--- config.mk ---
export PLATFORM = sky130hd
export DESIGN_NAME = dic_result_fifo
export DESIGN_NICKNAME = d
export VERILOG_FILES = /design/src/hw/rtl/dic_pkg.sv /design/src/hw/rtl/dic_result_fifo.sv
export SDC_FILE = /design/constraint.sdc
export NUM_CORES = 1
export LEC_CHECK = 0
export BUFFER_PORTS_ARGS = -buffer_cell sky130_fd_sc_hd__buf_2
export CAP_MARGIN = 10
export CORE_MARGIN = 2
export CORE_UTILIZATION = 50
export DETAILED_ROUTE_END_ITERATION = 7
export PLACE_DENSITY = 0.74
export SLEW_MARGIN = 10
export SYNTH_ARGS = -nofsm -noshare
export SYNTH_HDL_FRONTEND = slang
export SYNTH_SLANG_ARGS = --single-unit
--- constraint.sdc ---
create_clock -name aclk -period 2.2 [get_ports aclk]
set_clock_uncertainty 0.15 [all_clocks]
set_input_delay 0.11 -clock aclk [delete_from_list [all_inputs] [get_ports aclk]]
set_output_delay 0.11 -clock aclk [all_outputs]
set_load 0.1 [all_outputs]
--- src/hw/rtl/dic_pkg.sv ---
// Shared types and constants for the duplicate index counter.
`timescale 1ns / 1ps

package dic_pkg;

    // Stream field widths
    localparam int IN_DATA_BITS     = 16;
    localparam int POINT_INDEX_BITS = 10;
    localparam int OUT_FIELD_BITS   = 16;
    localparam int OUT_DATA_BITS    = 40;

    // Usage count codes, two bits, saturating
    localparam int USE_BITS = 2;
    localparam logic [USE_BITS-1:0] USE_NONE = 2'd0;
    localparam logic [USE_BITS-1:0] USE_ONCE = 2'd1;
    localparam logic [USE_BITS-1:0] USE_MAX  = 2'd3;

    // Set tag stored beside each usage count
    localparam int EPOCH_BITS = 8;
    typedef logic [EPOCH_BITS-1:0] epoch_t;
    localparam epoch_t EPOCH_LAST = {EPOCH_BITS{1'b1}};

    // Largest value an output field can carry
    localparam logic [OUT_FIELD_BITS-1:0] OUT_MAX = {OUT_FIELD_BITS{1'b1}};

    // Result queue depth, a power of two
    localparam int FIFO_DEPTH = 4;

    // One resolved table lookup handed to the tally stage
    typedef struct packed {
        logic                valid;
        logic                last;
        logic [USE_BITS-1:0] prev_use;
    } tally_req_t;

    // One result request, last field in the lowest bits
    typedef struct packed {
        logic                      saturated;
        logic [OUT_FIELD_BITS-1:0] repeated_key_count;
        logic [OUT_FIELD_BITS-1:0] unique_count;
    } result_t;

endpackage

--- src/hw/rtl/dic_result_fifo.sv ---
// Small result queue that decouples the counting pipeline from the output.
`timescale 1ns / 1ps

module dic_result_fifo (
    input  logic             aclk,
    input  logic             aresetn,
    input  logic             push,
    input  dic_pkg::result_t push_data,
    output logic             pop_valid,
    input  logic             pop_ready,
    output dic_pkg::result_t pop_data
);

    import dic_pkg::*;

    localparam int PTR_BITS = $clog2(FIFO_DEPTH);
    localparam int CNT_BITS = $clog2(FIFO_DEPTH + 1);

    result_t               entries [FIFO_DEPTH];
    logic [PTR_BITS-1:0]   wr_ptr_reg, rd_ptr_reg;
    logic [CNT_BITS-1:0]   count_reg;
    logic                  pop;

    assign pop       = pop_valid & pop_ready;
    assign pop_valid = (count_reg != '0);
    assign pop_data  = entries[rd_ptr_reg];

    // Storage; upstream credits keep pushes from exceeding the depth.
    always_ff @(posedge aclk) begin
        if (push) begin
            entries[wr_ptr_reg] <= push_data;
        end
    end

    // Pointers and fill level.
    always_ff @(posedge aclk) begin
        if (!aresetn) begin
            wr_ptr_reg <= '0;
            rd_ptr_reg <= '0;
            count_reg  <= '0;
        end else begin
            if (push) begin
                wr_ptr_reg <= wr_ptr_reg + PTR_BITS'(1);
            end
            if (pop) begin
                rd_ptr_reg <= rd_ptr_reg + PTR_BITS'(1);
            end
            if (push && !pop) begin
                count_reg <= count_reg + CNT_BITS'(1);
            end else if (pop && !push) begin
                count_reg <= count_reg - CNT_BITS'(1);
            end
        end
    end

endmodule
==> metrics.md <==
| Metric | Value |
|---|---|
| Worst VDD drop | 0.000940 V |
| Syn Nets | 258 |
| Startpoint Class | flop |
| Total track usage | 17.2% |
| Reg2reg setup slack | 0.08 ns |
| Hold Path Class | in -> reg |
| Sequential area share after synthesis | 78.5% |
| Synthesized instance count | 215 |
| IO Count | 71 |
| Share of cells above drive strength 1 | 42.8% |
| Worst Reg2Reg Path Length in Cells | 7 |
| Hold Fails Final Rpt | 0 |
| Multi-input logic area | 1040 um2 |
| Antenna Nets Post-Route | 0 |
| GP Congestion | 0.726 |
| WHS Path Cells | 2 |
| Vias per inst | 5.21 |
| Bufs on Longest Clock Path | 2 |
| Root Buffer | clkbuf_8 |
| Placed cell area | 6000 um2 |
| Max-cap violations | 0 |
| Die height | 107 um |
| Site Rows | 37 |
| Die ar. | 11400 um2 |
| Synth Warn # | 0 |
| Design area | 7170 um2 |
| Final period util | 98.9% |
| Area growth, synth to finish | 35.9% |
| # nets final | 391 |
| # fillers | 653 |
| FF-to-FF End | count_reg[2]$_SDFFE_PN0P_ |
| CTS sink cnt | 141 |
| Avg Inst Size Synth | 24.5 um2 |
| Initial antenna violation count | 1 |
| DR iter-0 viols | 102 |
| Post-synth ARST share | 0% |
| Synth Register Bits | 141 |
| WL/cell | 18.1 um |
| Hold Crit Start | push_data[2] |
| Core Box Area | 10300 um2 |
| Max transition margin | 39.4% |
| Max reg flops | 132 |
| Top_reg_cell synth | edfxtp_1 |
| Vias | 2589 |
| DR pass1 iterations | 5 |
| Crit path DAT | 1.92 ns |
| CP endpoint kind | primary output |
| Distinct cells, synth | 21 |
| P_leak | 0.00251 uW |
| Synth area leaders | edfxtp_1 75%, mux4_2 13%, dfxtp_1 3.4% |
| Total CTS buffers | 17 |
| Fmax | 0.459 GHz |
| Post-synth top cells | 132 x edfxtp_1, 30 x mux4_2, 9 x and2_1, 9 x dfxtp_1, 5 x ha_1 |
| Worst Path Class, Setup | reg -> out |
| GR Overflow Total | 0 |
| RSZ-0062 raised after global routing | yes |
| Worst-Margin Slew | 0.908 ns |
| Die width | 107 um |
| Number of synthesized flops with an enable pin | 132 |
| Most frequent cell after synthesis | edfxtp_1 |
| H-tree Lvls | 4 |
| Final setup violation count | 0 |
| Critical R2R Launch | count_reg[2]$_SDFFE_PN0P_ |
| Synthesized area | 5280 um2 |
| Pwr dens | 1410 nW/um2 |
| CTS tree | built |
| Area share of the largest cell type after synthesis | 75.1% |
| Hold Slack | 0.198 ns |
| Number of global-route vias before repair | 2786 |
| Starting density of the core | 51.4% |
| Final wirelength | 9020 um |
| CP Max Fanout | 4 |
| HPWL Detailed | 5120 um |
| Worst Path Required | 1.94 ns |
| Status | finished, final reports clean |
| IO Port Bufs | 70 |
| Register Area | 4150 um2 |
| Final min period | 2.18 ns |
| Post-route DRC | 0 |
| Clock Pin Slew Worst Setup and Hold Paths | 0.06 ns |
| Largest net degree at the start of global routing | 34 |
| First-pass GRT wire length | 14000 um |
| Worst Hold Path EP | entries[2][2]$_DFFE_PP_ |
| Worst-Skew Late Latency | 0.51 ns |
| Area leader, netlist | edfxtp_1 |
| Max Slew Vio Count | 0 |
report_power, final:
group | switching (uW) | internal, uW
clock network | 997 | 1820
logic | 2630 | 1440
registers | 91.5 | 3120
metal layers:
metal | GRT usage (%) | wire length [um] | vias to the layer above
li1 | - | - | 1175
met1 | 21.2 | 3860 | 1338
met2 | 28.0 | 4700 | 70
met3 | 6.32 | 396 | 6
met4 | 6.22 | 59 | 0
met5 | 0 | 0 | -
kinds of logic after synthesis:
group	share of synthesized area, %
compound gates	0.948
xor+xnor	0.830
fa+ha+maj	1.56
buf+inv	1.92
flops	78.5
mux	14.7
simple gates	1.54
cells in the final DEF (no fill, tap or decap), drive strengths merged:
master / instances
edfxtp: 132
buf: 85
dlygate4sd3: 37
mux4: 33
clkbuf: 18
dfxtp: 9
and2: 9
clkinv: 6
ha: 5
bufinv: 4
inv: 3
xnor2: 3
clkinvlp: 3
or3: 2
xor2: 2
mux2i: 2
nor2b: 2
diode: 1
o31ai: 1
o311ai: 1
o21ai: 1
a21boi: 1
fa: 1
repair_timing:
| action | 4_1_cts | 5_1_grt |
|---|---|---|
| buffers inserted | 3 | 2 |
| pin swaps | 1 | 3 |
| setup endpoints to repair | 31 | 27 |
| resized for setup | 29 | 22 |
| hold buffers | 37 | 0 |
| cloned | 1 | 0 |
| endpoints found under the hold margin | 141 | 0 |
metrics by stage:
stage               setup WS [ns]  cells  util (%)  power [uW]  TNS [ns]
detailed placement        -0.0149    422      58.4        6920   -0.0149
global placement            0.165    422      58.4        6880         0
floorplan                   0.129    215         -        6140         0
global route              -0.0533    497      69.8       10400    -0.529
CTS                       -0.0383    494      69.2       10100    -0.131
finish                     0.0232    497      69.8       10100         0
worst max path at each step:
stage	slack, ns	cells after the start	startpoint	end
2_1_floorplan	0.13	7	count_reg[1]$_SDFFE_PN0P_	count_reg[2]$_SDFFE_PN0P_
3_3_place_gp	0.16	7	count_reg[1]$_SDFFE_PN0P_	count_reg[2]$_SDFFE_PN0P_
3_5_place_dp	-0.01	7	count_reg[1]$_SDFFE_PN0P_	count_reg[2]$_SDFFE_PN0P_
4_1_cts	-0.04	3	flop	pop_data[14]
5_1_grt	-0.05	4	flop	pop_data[2]
6_report	0.02	4	flop	pop_data[7]
critical path, stage by stage (launching register included):
cell and delay [ns]:
dfxtp_4 0.42, buf_4 0.15, buf_12 0.10, mux4_2 0.54, buf_12 0.19
layout make-up:
class / instances / share of cell area [%]
Inverter: 3 / 0.157
Tap cell: 136 / 2.37
Antenna cell: 1 / 0.0349
Timing Repair Buffer: 122 / 16.9
Clock inverter: 13 / 2.43
Clock buffer: 18 / 5.83
Sequential cell: 141 / 57.9
Multi-Input combinational cell: 63 / 14.4
Power figures use the tool's default switching activity.
