[config.mk]
export PLATFORM = sky130hd
export DESIGN_NAME = dic_tally
export DESIGN_NICKNAME = d
export VERILOG_FILES = /design/src/hw/rtl/dic_pkg.sv /design/src/hw/rtl/dic_tally.sv
export SDC_FILE = /design/constraint.sdc
export NUM_CORES = 1
export LEC_CHECK = 0
export BUFFER_PORTS_ARGS = -buffer_cell sky130_fd_sc_hd__clkbuf_2
export CAP_MARGIN = 20
export CORE_MARGIN = 4
export CORE_UTILIZATION = 50
export CTS_BUF_LIST = sky130_fd_sc_hd__clkbuf_4 sky130_fd_sc_hd__clkbuf_8 sky130_fd_sc_hd__clkbuf_16
export DETAILED_ROUTE_END_ITERATION = 10
export PLACE_DENSITY = 0.68
export SLEW_MARGIN = 40
export SYNTH_ARGS = -nofsm -noshare
export SYNTH_HDL_FRONTEND = slang
export SYNTH_SLANG_ARGS = --single-unit
[constraint.sdc]
create_clock -name aclk -period 3.9 [get_ports aclk]
set_input_delay 0.78 -clock aclk [delete_from_list [all_inputs] [get_ports aclk]]
set_output_delay 0.78 -clock aclk [all_outputs]
set_load 0.1 [all_outputs]
[src/hw/rtl/dic_pkg.sv]
// Shared types and constants for the duplicate index counter.
`timescale 1ns / 1ps

package dic_pkg;

    // Stream field widths
    localparam int IN_DATA_BITS     = 16;
    localparam int POINT_INDEX_BITS = 10;
    localparam int OUT_FIELD_BITS   = 16;
    localparam int OUT_DATA_BITS    = 40;

    // Usage count codes, two bits, saturating
    localparam int USE_BITS = 2;
    localparam logic [USE_BITS-1:0] USE_NONE = 2'd0;
    localparam logic [USE_BITS-1:0] USE_ONCE = 2'd1;
    localparam logic [USE_BITS-1:0] USE_MAX  = 2'd3;

    // Set tag stored beside each usage count
    localparam int EPOCH_BITS = 8;
    typedef logic [EPOCH_BITS-1:0] epoch_t;
    localparam epoch_t EPOCH_LAST = {EPOCH_BITS{1'b1}};

    // Largest value an output field can carry
    localparam logic [OUT_FIELD_BITS-1:0] OUT_MAX = {OUT_FIELD_BITS{1'b1}};

    // Result queue depth, a power of two
    localparam int FIFO_DEPTH = 4;

    // One resolved table lookup handed to the tally stage
    typedef struct packed {
        logic                valid;
        logic                last;
        logic [USE_BITS-1:0] prev_use;
    } tally_req_t;

    // One result request, last field in the lowest bits
    typedef struct packed {
        logic                      saturated;
        logic [OUT_FIELD_BITS-1:0] repeated_key_count;
        logic [OUT_FIELD_BITS-1:0] unique_count;
    } result_t;

endpackage

[src/hw/rtl/dic_tally.sv]
// Per-set saturating counters and final result formation.
`timescale 1ns / 1ps

module dic_tally #(
    parameter int COUNT_BITS = 16
) (
    input  logic                aclk,
    input  logic                aresetn,
    input  dic_pkg::tally_req_t req,
    output logic                res_valid,
    output dic_pkg::result_t    res
);

    import dic_pkg::*;

    localparam logic [COUNT_BITS-1:0] COUNT_MAX = {COUNT_BITS{1'b1}};
    localparam int WIDE_BITS = (COUNT_BITS > OUT_FIELD_BITS) ? COUNT_BITS : OUT_FIELD_BITS;

    logic [COUNT_BITS-1:0] item_reg, nu_reg, rep_reg;
    logic                  ovf_reg;
    logic                  s2_valid_reg;
    logic [COUNT_BITS-1:0] s2_item_reg, s2_nu_reg, s2_rep_reg;
    logic                  s2_ovf_reg;

    logic [COUNT_BITS:0]   item_sum, nu_sum, rep_sum;
    logic [COUNT_BITS-1:0] item_next, nu_next, rep_next;
    logic                  ovf_next;
    logic [1:0]            nu_inc;
    logic                  rep_inc;

    logic [COUNT_BITS-1:0] uniq;
    logic [WIDE_BITS-1:0]  uniq_w, rep_w;
    logic                  uniq_over, rep_over;

    // Increments from the usage count seen before this item.
    always_comb begin
        nu_inc  = 2'd0;
        rep_inc = 1'b0;
        case (req.prev_use)
            USE_NONE: begin
                nu_inc = 2'd0;
            end
            USE_ONCE: begin
                nu_inc  = 2'd2;
                rep_inc = 1'b1;
            end
            default: begin
                nu_inc = 2'd1;
            end
        endcase
    end

    // Saturating adds; increments are small, so the carry marks overflow.
    always_comb begin
        item_sum  = {1'b0, item_reg} + (COUNT_BITS+1)'(1);
        nu_sum    = {1'b0, nu_reg} + (COUNT_BITS+1)'(nu_inc);
        rep_sum   = {1'b0, rep_reg} + (COUNT_BITS+1)'(rep_inc);
        item_next = item_sum[COUNT_BITS] ? COUNT_MAX : item_sum[COUNT_BITS-1:0];
        nu_next   = nu_sum[COUNT_BITS] ? COUNT_MAX : nu_sum[COUNT_BITS-1:0];
        rep_next  = rep_sum[COUNT_BITS] ? COUNT_MAX : rep_sum[COUNT_BITS-1:0];
        ovf_next  = ovf_reg | item_sum[COUNT_BITS] | nu_sum[COUNT_BITS] | rep_sum[COUNT_BITS];
    end

    // Counters run over a set; the last item snapshots them and starts afresh.
    always_ff @(posedge aclk) begin
        if (!aresetn) begin
            item_reg     <= '0;
            nu_reg       <= '0;
            rep_reg      <= '0;
            ovf_reg      <= 1'b0;
            s2_valid_reg <= 1'b0;
        end else begin
            s2_valid_reg <= req.valid & req.last;
            if (req.valid) begin
                if (req.last) begin
                    item_reg <= '0;
                    nu_reg   <= '0;
                    rep_reg  <= '0;
                    ovf_reg  <= 1'b0;
                end else begin
                    item_reg <= item_next;
                    nu_reg   <= nu_next;
                    rep_reg  <= rep_next;
                    ovf_reg  <= ovf_next;
                end
            end
        end
    end

    // Snapshot of the finished set.
    always_ff @(posedge aclk) begin
        if (req.valid && req.last) begin
            s2_item_reg <= item_next;
            s2_nu_reg   <= nu_next;
            s2_rep_reg  <= rep_next;
            s2_ovf_reg  <= ovf_next;
        end
    end

    // Unique items, clipped to the output field width.
    always_comb begin
        uniq      = (s2_item_reg >= s2_nu_reg) ? (s2_item_reg - s2_nu_reg) : '0;
        uniq_w    = WIDE_BITS'(uniq);
        rep_w     = WIDE_BITS'(s2_rep_reg);
        uniq_over = uniq_w > WIDE_BITS'(OUT_MAX);
        rep_over  = rep_w > WIDE_BITS'(OUT_MAX);

        res.unique_count       = uniq_over ? OUT_MAX : uniq_w[OUT_FIELD_BITS-1:0];
        res.repeated_key_count = rep_over ? OUT_MAX : rep_w[OUT_FIELD_BITS-1:0];
        res.saturated          = s2_ovf_reg | uniq_over | rep_over;
    end

    assign res_valid = s2_valid_reg;

endmodule

==> results.txt, run 1 <==
----------------------------------------------------
[Critical path]
  Worst Reg-to-Reg Cells ... 9
  Critical path data required time ... roughly 3.1 ns
  Biggest fanout along the worst timing path ... 6
  R2R Path Start ... nu_reg[0]$_SDFFE_PN0P_
  Worst flop-to-flop path endpoint ... nu_reg[0]$_SDFFE_PN0P_
  Startpoint class of the critical path ... flop
  Register-to-Register Setup Slack ... 1.13 ns
  Critical setup path kind ... flop to output port
  CP Capture Type ... output port
  Arrival time of the worst setup path ... 2.88 ns

[Timing]
  Total Negative Setup Slacks ... 0 ns
  Final setup violation count ... 0
  Worst slew margin relative to its limit ... 55.1%
  Maximum frequency from static timing analysis ... 273 MHz
  Worst clock skew ... 0.0139 ns
  Final min period ... 3.66 ns
  Slew @ Worst Pin ... 0.669 ns
  Share of the clock period used by the worst path ... a little over nine tenths
  Setup repair after global routing missed its margin ... no
  Final slew viol count ... 0
  Final-report hold violation count ... 0

[Die]
  Num ports ... 40
  Core area ... 11500 sq um
  Initial Util ... 51.2%
  Floorplan die area ... 13600 sq um
  Core Rows ... 39
  Die extent in y ... 116 um
  Width of the die ... approximately 120 um

[Global route]
  Vias in the first global route ... 4796
  Total overflow reported by the global router ... 0
  Wire length of the first global-routing pass ... 22800 um
  Maximum number of pins on one net before global-route repair ... 33
  Global-route total usage across every layer ... 21.2%
  Number of antenna violations at the first check in global routing ... 0

[Power]
  IR drop worst, VDD ... 0.000193 V
  Sequential fraction of design power ... 48.7%
  Leakage power ... 2.75 nW
  Fraction of power consumed by the clock network ... 37.0%
  Fraction of power spent switching nets ... 29.1%
  Total power of the final layout ... 2.30 mW
  Internal power summed over all cells ... 1.63 mW
  Power dissipated by switching net loads ... 669 uW
  Share of total power in combinational logic ... around 14%
  Power density over the cells ... roughly 360 nW/um^2

[Placement]
  Final weighted congestion in routability-driven placement ... 0.935
  Total of buffers placed on input and output ports ... 39
  Count of placed standard cells including taps ... 808
  Final HPWL from detailed placement ... 9790 um
  Post-DP Area ... 6160 sq um

[Logic synthesis]
  Cell with the most instances after synthesis ... sky130_fd_sc_hd__nand2_1
  Number of enable flip-flop cells after synthesis ... 49
  Yosys warning total ... 0
  Count of different cell masters after synthesis ... 64
  Post-synthesis cell area ... between 5000 and 6000 sq um
  Average instance area after synthesis ... 8.97 sq um
  Dominant combinational cell family by area after synthesis ... simple AND/OR/NAND/NOR gates
  Most common flop cell mapped by yosys ... sky130_fd_sc_hd__dfxtp_1
  Synth area leader ... sky130_fd_sc_hd__edfxtp_1
  Top cell type's share of synthesized area ... between 20 and 30%
  Commonest cells in the synthesized netlist ... 77 x sky130_fd_sc_hd__nand2_1, 50 x sky130_fd_sc_hd__dfxtp_1, 49 x sky130_fd_sc_hd__edfxtp_1
  Post-Synth Simple-Gate Area ... 22.7%
  Synthesized-area fraction occupied by ao, oa, aoi and oai cells ... between 20% and 30%
  Sequential area share after synthesis ... between 40% and 50%
  Syn Nets ... 684
  Synthesized-area fraction occupied by adder cells ... between 5 and 6%
  Portion of netlist area occupied by mux cells ... 0.362%
  Number of instances in the synthesized netlist ... 655
  Largest cells by area after synthesis ... sky130_fd_sc_hd__edfxtp_1 25%, sky130_fd_sc_hd__dfxtp_1 17%, sky130_fd_sc_hd__nand2_1 4.9%
  FFs w/ async S/R, synth ... 0%
  Number of synthesized register bits ... 99
  Share of the synthesized netlist area taken by xor and xnor gates ... 4.17%

[CTS]
  Num Clock Sinks ... 99
  Number of buffers added for setup after CTS ... 0
  Max Buffers Root-to-Sink ... 2
  Insertion delay to the later sink of the worst-skew pair ... around 0.36 ns
  Cell chosen for the clock root ... sky130_fd_sc_hd__clkbuf_16
  Hold Buf Count CTS ... 0
  TritonCTS clock tree ... yes
  Level count of the clock H-tree ... 3
  Number of clock buffers inserted by TritonCTS ... 9
  Clock transition time at the flip-flop clock pins of the worst setup and hold paths ... ~0.070 ns

[Worst hold path]
  Worst min-delay path class ... flop to flop
  Startpoint of the most critical hold path ... rep_reg[1]$_SDFFE_PN0P_
  Worst hold path stage count ... 2
  Hold path endpoint ... rep_reg[1]$_SDFFE_PN0P_

[Drt]
  Vias per Instance ... 6.07
  First DRT Iteration DRCs ... 337
  Pre-antenna DRT Iters ... 5
  Mean routed wirelength per cell ... about 17 um
  DR vias ... 5000
  Residual DRC count ... 0
  Routed wire length ... around 14000 um
  Antenna violation net count after detailed routing ... 0

[Final layout]
  Final instance count without filler cells ... between 800 and 900
  Area added between synthesis and finish ... 9.77%
  Fin area ... ~6500 sq um
  Number of inserted diodes ... 0
  Share of cells above drive strength 1 ... between 10% and 20%
  Nets@finish ... 705
  Final Core Density ... roughly 56%

[Flow run]
  Reported max-cap violation count ... 0

[Run status]
  Run status ... completed

----------------------------------------------------
## cells by family (layout without fill, tap and decap cells)
kind of cell	count (synthesis)	after routing
AO/OA/AOI/OAI	175	175
multiplexers	2	2
buffers and inverters	73	99
AND/OR/NAND/NOR	255	255
flip-flops	99	99
adder cells (fa/ha/maj)	23	23
XOR/XNOR	28	28
## layout make-up
class                      instances  area (sq um)
clock buffer                      10           233
clock inverter                     6          47.5
fill                            1037          5020
inverter                          37           139
multi-input combinational        483          3110
sequential                        99          2470
tap                              143           179
timing repair buffer              46           273
## worst max-delay path: stages, from the launching register on
cell and delay [ns]:
sky130_fd_sc_hd__edfxtp_1 0.42, sky130_fd_sc_hd__inv_1 0.08, sky130_fd_sc_hd__ha_1 0.23, sky130_fd_sc_hd__nor2b_1 0.15, sky130_fd_sc_hd__o31ai_1 0.42, sky130_fd_sc_hd__nand3_1 0.30, sky130_fd_sc_hd__and3_1 0.27, sky130_fd_sc_hd__nor3_1 0.18
sky130_fd_sc_hd__clkbuf_2 0.49
## layer usage
| layer | GRT usage (%) | vias to the layer above | wire length, um |
|---|---|---|---|
| li1 | - | 2431 | - |
| met1 | 27.6 | 2363 | 6270 |
| met2 | 34.5 | 174 | 6420 |
| met3 | 3.63 | 32 | 723 |
| met4 | 9.67 | 0 | 359 |
| met5 | 0 | - | 0 |
## through the flow
step                      setup WS, ns  hold slack (ns)
after floorplan                 -0.763            0.445
after global placement           0.491            0.454
after detailed placement         0.421            0.477
after CTS                       0.0507            0.492
after global routing           0.00999            0.519
final                            0.237            0.496
## repair_timing
action	in CTS	in global routing
endpoints found under the hold margin	0	0
endpoints found under the setup margin	0	10
gates resized for setup	0	11
## layout by cell type (no fill, tap or decap), drive strengths merged, types with 4 or more instances in the layout
| cell | instances |
|---|---|
| nand2 | 77 |
| dfxtp | 50 |
| edfxtp | 49 |
| clkbuf | 47 |
| nor2 | 46 |
| o21ai | 46 |
| a21oi | 40 |
| inv | 40 |
| nor3 | 28 |
| nand3 | 25 |
| ha | 21 |
| and3 | 20 |
| xnor2 | 18 |
| a21o | 14 |
| a22o | 14 |
| nor4 | 13 |
| nand4 | 11 |
| a211oi | 11 |
| xor2 | 10 |
| nand2b | 9 |
| a31oi | 9 |
| o21a | 9 |
| buf | 9 |
| and2 | 6 |
| o2bb2ai | 6 |
| and4 | 5 |
| nor2b | 5 |
| o211a | 4 |
| o221a | 4 |
| a31o | 4 |
## power groups by stage
stage	combinational [mW]	sequential [mW]	clock, mW
final	0.328	1.12	0.851
after global routing	0.351	1.12	0.911
after CTS	0.326	1.12	0.864
after detailed placement	0.324	1.14	0
after global placement	0.319	1.14	0
after floorplan	0.202	1.20	0
## worst max path at each step
stage	from	cells after the start	end	slack, ns
5_1_grt	s2_nu_reg[1]$_DFFE_PP_	8	res[11]	0.01
3_5_place_dp	s2_nu_reg[0]$_DFFE_PP_	8	res[14]	0.42
3_3_place_gp	s2_nu_reg[0]$_DFFE_PP_	8	res[14]	0.49
4_1_cts	s2_nu_reg[0]$_DFFE_PP_	8	res[14]	0.05
6_report	s2_nu_reg[1]$_DFFE_PP_	8	res[11]	0.24
2_1_floorplan	s2_nu_reg[0]$_DFFE_PP_	8	res[11]	-0.76
No activity file was read; power rests on OpenSTA's default activity.
==> inputs of run 2 (changes only) <==
--- a/config.mk
+++ b/config.mk
@@ -5,12 +5,15 @@
 export SDC_FILE = /design/constraint.sdc
 export NUM_CORES = 1
 export LEC_CHECK = 0
+export ABC_CLOCK_PERIOD_IN_PS = 3900
 export BUFFER_PORTS_ARGS = -buffer_cell sky130_fd_sc_hd__clkbuf_2
 export CAP_MARGIN = 20
 export CORE_MARGIN = 4
 export CORE_UTILIZATION = 50
 export CTS_BUF_LIST = sky130_fd_sc_hd__clkbuf_4 sky130_fd_sc_hd__clkbuf_8 sky130_fd_sc_hd__clkbuf_16
+export CTS_CLUSTER_DIAMETER = 120
 export DETAILED_ROUTE_END_ITERATION = 10
+export MAX_ROUTING_LAYER = met4
 export PLACE_DENSITY = 0.68
 export SLEW_MARGIN = 40
 export SYNTH_ARGS = -nofsm -noshare
==> results.txt, run 2 (synthesis results as in run 1) <==
----------------------------------------------------
[Critical path]
  Biggest fanout along the worst timing path ... 3
  Cells traversed along the worst timing path ... inv_1, ha_1, nor2b_1, o31ai_1, a21oi_1, or4_1, a31oi_1, clkbuf_2
  Register-to-Register Setup Slack ... 1.20 ns
  Maximum cell stage delay along the critical path ... roughly 0.51 ns
  Critical setup path kind ... flop to output port
  Arrival time of the worst setup path ... 3.01 ns
  CP Capture Type ... output port
  Critical path data required time ... 3.12 ns
  Startpoint class of the critical path ... flop
  Slowest cell on the critical path ... sky130_fd_sc_hd__o31ai_1

[Timing]
  Slew @ Worst Pin ... 0.677 ns
  Share of the clock period used by the worst path ... 97.1%
  Worst slew margin relative to its limit ... 54.8%
  Maximum frequency from static timing analysis ... 264 MHz
  Hold Worst Slack ... 0.486 ns
  Setup repair after global routing missed its margin ... no
  Final setup violation count ... 0
  Final-report hold violation count ... 0
  Final slew viol count ... 0
  Final min period ... roughly 3.8 ns
  Worst clock skew ... 0.0141 ns

[Final layout]
  Final Core Density ... 56.5%
  Fin area ... 6470 sq um
  Area added between synthesis and finish ... 10.2%
  Most common library cell in the layout ignoring fill and taps ... sky130_fd_sc_hd__nand2_1
  Number of inserted diodes ... 0
  Highest-count cells in the layout ignoring fill and taps ... 77 x sky130_fd_sc_hd__nand2_1, 50 x sky130_fd_sc_hd__dfxtp_1, 49 x sky130_fd_sc_hd__edfxtp_1, 46 x sky130_fd_sc_hd__nor2_1, 45 x sky130_fd_sc_hd__o21ai_0
  Nets@finish ... 705
  Share of cells above drive strength 1 ... a little over an eighth

[Drt]
  Routed wire length ... 13500 um
  Vias per Instance ... 5.97
  Pre-antenna DRT Iters ... 5
  Met2 routed WL ... 6440 um
  Residual DRC count ... 0
  Routed metal-1 wirelength ... 6290 um
  Mean routed wirelength per cell ... 16.4 um
  Met3 routed wirelength ... 598 um
  DR vias ... roughly 4900
  Highest routed layer ... met4
  Antenna violation net count after detailed routing ... 0
  First DRT Iteration DRCs ... a little under 400

[Power]
  Power density over the cells ... 362 nW/um^2
  Leakage power ... 2.76 nW
  Total power of the final layout ... around 2.3 mW
  IR drop worst, VDD ... 0.000183 V

[Global route]
  Global-route total usage across every layer ... a little over a fifth
  Maximum number of pins on one net before global-route repair ... 33
  Number of antenna violations at the first check in global routing ... 0
  Total overflow reported by the global router ... 0
  Vias in the first global route ... around 4800
  Wire length of the first global-routing pass ... 23000 um

[Die]
  Initial Util ... 51.2%
  Core area ... 11500 sq um
  Core Rows ... 39
  Num ports ... 40
  Width of the die ... 116 um
  Die extent in y ... 116 um
  Floorplan die area ... ~14000 sq um

[Placement]
  Final weighted congestion in routability-driven placement ... about 0.95
  Final HPWL from detailed placement ... 9730 um
  Total of buffers placed on input and output ports ... 39
  Post-DP Area ... 6160 sq um

[CTS]
  Max Buffers Root-to-Sink ... 2
  Hold Buf Count CTS ... 0
  Num Clock Sinks ... 99
  Insertion delay to the later sink of the worst-skew pair ... 0.35 ns
  Number of clock buffers inserted by TritonCTS ... 9
  Cell chosen for the clock root ... sky130_fd_sc_hd__clkbuf_16
  Level count of the clock H-tree ... 3
  TritonCTS clock tree ... yes
  Clock transition time at the flip-flop clock pins of the worst setup and hold paths ... 0.07 ns

[Flow run]
  Reported max-cap violation count ... 0

[Run status]
  Run status ... completed

[Worst hold path]
  Worst min-delay path class ... flop to flop

----------------------------------------------------
==> run 2: changes by cell type in the layout (fill, tap and decap cells not counted), sizes merged <==
cell / before / now
buf: 9 / 11
clkinv: 2 / 3
clkinvlp: 1 / 0
bufinv: 0 / 1
clkbuf: 47 / 44
==> run 2: worst max-delay path: cells and delay by family (launching register included) <==
kind / cells / cell delay (ns)
flops: 1 / 0.42
fa+ha+maj: 1 / 0.22
simple gates: 2 / 0.59
compound gates: 3 / 0.89
buf+inv: 2 / 0.55
==> run 2: path summary, 6_finish.rpt <==
| path | from | to | cells past startpoint |
|---|---|---|---|
| worst max-delay path | s2_nu_reg[1]$_DFFE_PP_ | res[9] | 8 |
| worst min register to register | ovf_reg$_SDFFE_PN0P_ | ovf_reg$_SDFFE_PN0P_ | 1 |
| worst max register to register | nu_reg[0]$_SDFFE_PN0P_ | nu_reg[0]$_SDFFE_PN0P_ | 9 |
| worst min-delay path | ovf_reg$_SDFFE_PN0P_ | ovf_reg$_SDFFE_PN0P_ | 1 |
==> run 2: final cells by class <==
class | instances | area [sq um]
sequential | 99 | 2470
multi-input combinational | 483 | 3110
timing repair buffer | 46 | 277
clock buffer | 9 | 225
tap | 143 | 179
fill | 1060 | 4990
clock inverter | 7 | 73.8
inverter | 37 | 139
==> run 2: repair_timing <==
item                                    4_1_cts  5_1_grt
endpoints found under the setup margin        1       10
resized for setup                             1       12
buffers inserted                              0        0
pin swaps                                     0        0
==> run 2: through the flow <==
stage | setup WS, ns | TNS [ns] | cells
2_1_floorplan | -0.763 | -4.69 | 655
3_3_place_gp | 0.491 | 0 | 808
3_5_place_dp | 0.355 | 0 | 808
4_1_cts | 0.0211 | 0 | 824
5_1_grt | 0.0114 | 0 | 824
6_report | 0.112 | 0 | 824
==> run 2: metal layers <==
layer | track usage [%] | vias up
met1 | 28.5 | 2349
met3 | 2.90 | 18
met2 | 35.1 | 120
met5 | - | -
li1 | - | 2436
met4 | 7.81 | 0
==> run 2: power by group <==
part | switching (mW) | internal (mW) | total (mW) | leakage, nW
logic | 0.254 | 0.0728 | 0.327 | 1.76
clock network | 0.396 | 0.502 | 0.898 | 0.148
registers | 0.00853 | 1.11 | 1.12 | 0.850
total | 0.659 | 1.69 | 2.35 | 2.76
==> inputs of run 3 (changes only) <==
--- a/config.mk
+++ b/config.mk
@@ -5,7 +5,7 @@
 export SDC_FILE = /design/constraint.sdc
 export NUM_CORES = 1
 export LEC_CHECK = 0
-export ABC_CLOCK_PERIOD_IN_PS = 3900
+export ABC_CLOCK_PERIOD_IN_PS = 4100
 export BUFFER_PORTS_ARGS = -buffer_cell sky130_fd_sc_hd__clkbuf_2
 export CAP_MARGIN = 20
 export CORE_MARGIN = 4
==> constraint.sdc (replaced) <==
create_clock -name aclk -period 4.1 [get_ports aclk]
set_input_delay 0.82 -clock aclk [delete_from_list [all_inputs] [get_ports aclk]]
set_output_delay 0.82 -clock aclk [all_outputs]
set_load 0.1 [all_outputs]
==> results.txt, run 3 (synthesis results as in run 1) <==
----------------------------------------------------
[CTS]
  Level count of the clock H-tree ... 3
  Hold Buf Count CTS ... 0
  Num Clock Sinks ... 99
  Clock transition time at the flip-flop clock pins of the worst setup and hold paths ... 0.07 ns
  Number of clock buffers inserted by TritonCTS ... 9
  TritonCTS clock tree ... yes
  Insertion delay to the later sink of the worst-skew pair ... 0.36 ns
  Cell chosen for the clock root ... sky130_fd_sc_hd__clkbuf_16
  Max Buffers Root-to-Sink ... 2

[Die]
  Num ports ... 40
  Core area ... 11500 sq um
  Die extent in y ... 116 um
  Core Rows ... 39
  Width of the die ... approximately 120 um
  Initial Util ... approximately half
  Floorplan die area ... 13600 sq um

[Drt]
  Residual DRC count ... 0
  Vias per Instance ... 6.00
  DR vias ... approximately 5000
  Antenna violation net count after detailed routing ... 0
  Mean routed wirelength per cell ... ~17 um
  Routed wire length ... around 14000 um
  Pre-antenna DRT Iters ... 5
  First DRT Iteration DRCs ... 380

[Timing]
  Final min period ... 3.96 ns
  Maximum frequency from static timing analysis ... 253 MHz
  Final setup violation count ... 0
  Final-report hold violation count ... 0
  Slew @ Worst Pin ... 0.670 ns
  Worst clock skew ... slightly above 0.008 ns
  Total Negative Setup Slacks ... 0 ns
  Share of the clock period used by the worst path ... a little over nine tenths
  Setup repair after global routing missed its margin ... no
  Hold Worst Slack ... 0.477 ns
  Worst slew margin relative to its limit ... between 50% and 60%
  Final slew viol count ... 0
  Min setup slack post-route ... 0.145 ns

[Global route]
  Maximum number of pins on one net before global-route repair ... 27
  Total overflow reported by the global router ... 0
  Vias in the first global route ... 4836
  Global-route total usage across every layer ... 22.5%
  Number of antenna violations at the first check in global routing ... 0
  Wire length of the first global-routing pass ... roughly 23000 um

[Final layout]
  Most common library cell in the layout ignoring fill and taps ... sky130_fd_sc_hd__nand2_1
  Share of cells above drive strength 1 ... 12.8%
  Nets@finish ... 704
  Multi-input logic area ... a little over 3000 sq um
  Area taken by flip-flops and latches ... 2470 sq um
  Number of inserted diodes ... 0
  Area added between synthesis and finish ... 9.88%
  Final instance count without filler cells ... roughly 820
  Highest-count cells in the layout ignoring fill and taps ... 77 x sky130_fd_sc_hd__nand2_1, 50 x sky130_fd_sc_hd__dfxtp_1, 49 x sky130_fd_sc_hd__edfxtp_1, 46 x sky130_fd_sc_hd__nor2_1, 45 x sky130_fd_sc_hd__o21ai_0
  Fillers ... 1008

[Critical path]
  Critical path data required time ... 3.28 ns
  Slowest cell on the critical path ... sky130_fd_sc_hd__clkbuf_2
  Maximum cell stage delay along the critical path ... 0.50 ns
  Critical setup path kind ... flop to output port
  CP Capture Type ... output port
  Cells traversed along the worst timing path ... ha_1, fa_1, nand2b_1, a21oi_1, o21ai_0, o211a_1, nor4_2, clkbuf_2
  Biggest fanout along the worst timing path ... 16
  Arrival time of the worst setup path ... 3.14 ns
  Startpoint class of the critical path ... flop

[Placement]
  Post-placement setup slack ... 0.514 ns
  Total of buffers placed on input and output ports ... 39
  Final HPWL from detailed placement ... 9750 um
  Count of placed standard cells including taps ... 807
  Final weighted congestion in routability-driven placement ... ~0.95

[Power]
  Power density over the cells ... between 300 and 400 nW/um^2
  IR drop worst, VDD ... about 0.00023 V
  Leakage power ... 2.76 nW
  Total power of the final layout ... 2.28 mW

[Worst hold path]
  Worst min-delay path class ... flop to flop

[Run status]
  Run status ... completed

[Flow run]
  Reported max-cap violation count ... 0

----------------------------------------------------
[run 3: worst paths after layout]
path,from,endpoint,slack (ns),cells after the start
setup / recovery,s2_nu_reg[0]$_DFFE_PP_,res[15],0.14,8
hold / removal,rep_reg[0]$_SDFFE_PN0P_,rep_reg[0]$_SDFFE_PN0P_,0.48,2
setup reg to reg,nu_reg[0]$_SDFFE_PN0P_,nu_reg[5]$_SDFFE_PN0P_,1.21,8
hold reg to reg,rep_reg[0]$_SDFFE_PN0P_,rep_reg[0]$_SDFFE_PN0P_,0.48,2
[run 3: metrics by stage]
step | util [%] | instance area, sq um
2_1_floorplan | - | 5900
3_3_place_gp | 53.5 | 6130
3_5_place_dp | 53.5 | 6130
4_1_cts | 56.3 | 6450
5_1_grt | 56.3 | 6460
6_report | 56.3 | 6460
[run 3: metal layers]
layer / up-vias / GRT usage, % / routed length, um
met2: 148 / 36.2 / 6570
met5: - / - / 0
li1: 2440 / - / -
met3: 19 / 4.25 / 650
met4: 0 / 8.04 / 225
met1: 2327 / 28.5 / 6270
[run 3: critical path, delay by kind of cell (launching register included)]
family	cells	cell delay (ns)
fa+ha+maj	2	0.63
buf+inv	1	0.50
compound gates	3	0.67
simple gates	2	0.59
flops	1	0.37
[run 3: timing repair]
action | 4_1_cts | 5_1_grt
setup endpoints to repair | 0 | 2
resized for setup | 0 | 4
buffers inserted | 0 | 0
[run 3: power by group]
part           internal, mW  total, mW  leakage [nW]  switching (mW)
logic                0.0675      0.311          1.75           0.244
registers              1.06       1.06         0.850         0.00804
clock network         0.492      0.905         0.153           0.414
total                  1.62       2.28          2.76           0.665
[run 3: cell type report]
type                    count  area share (%)
inverters                  37            2.15
well taps                 143            2.77
repair buffers             45            3.80
flip-flops and latches     99            38.3
clock inverters             7            1.45
multi-input cells         483            48.1
clock buffers               9            3.49
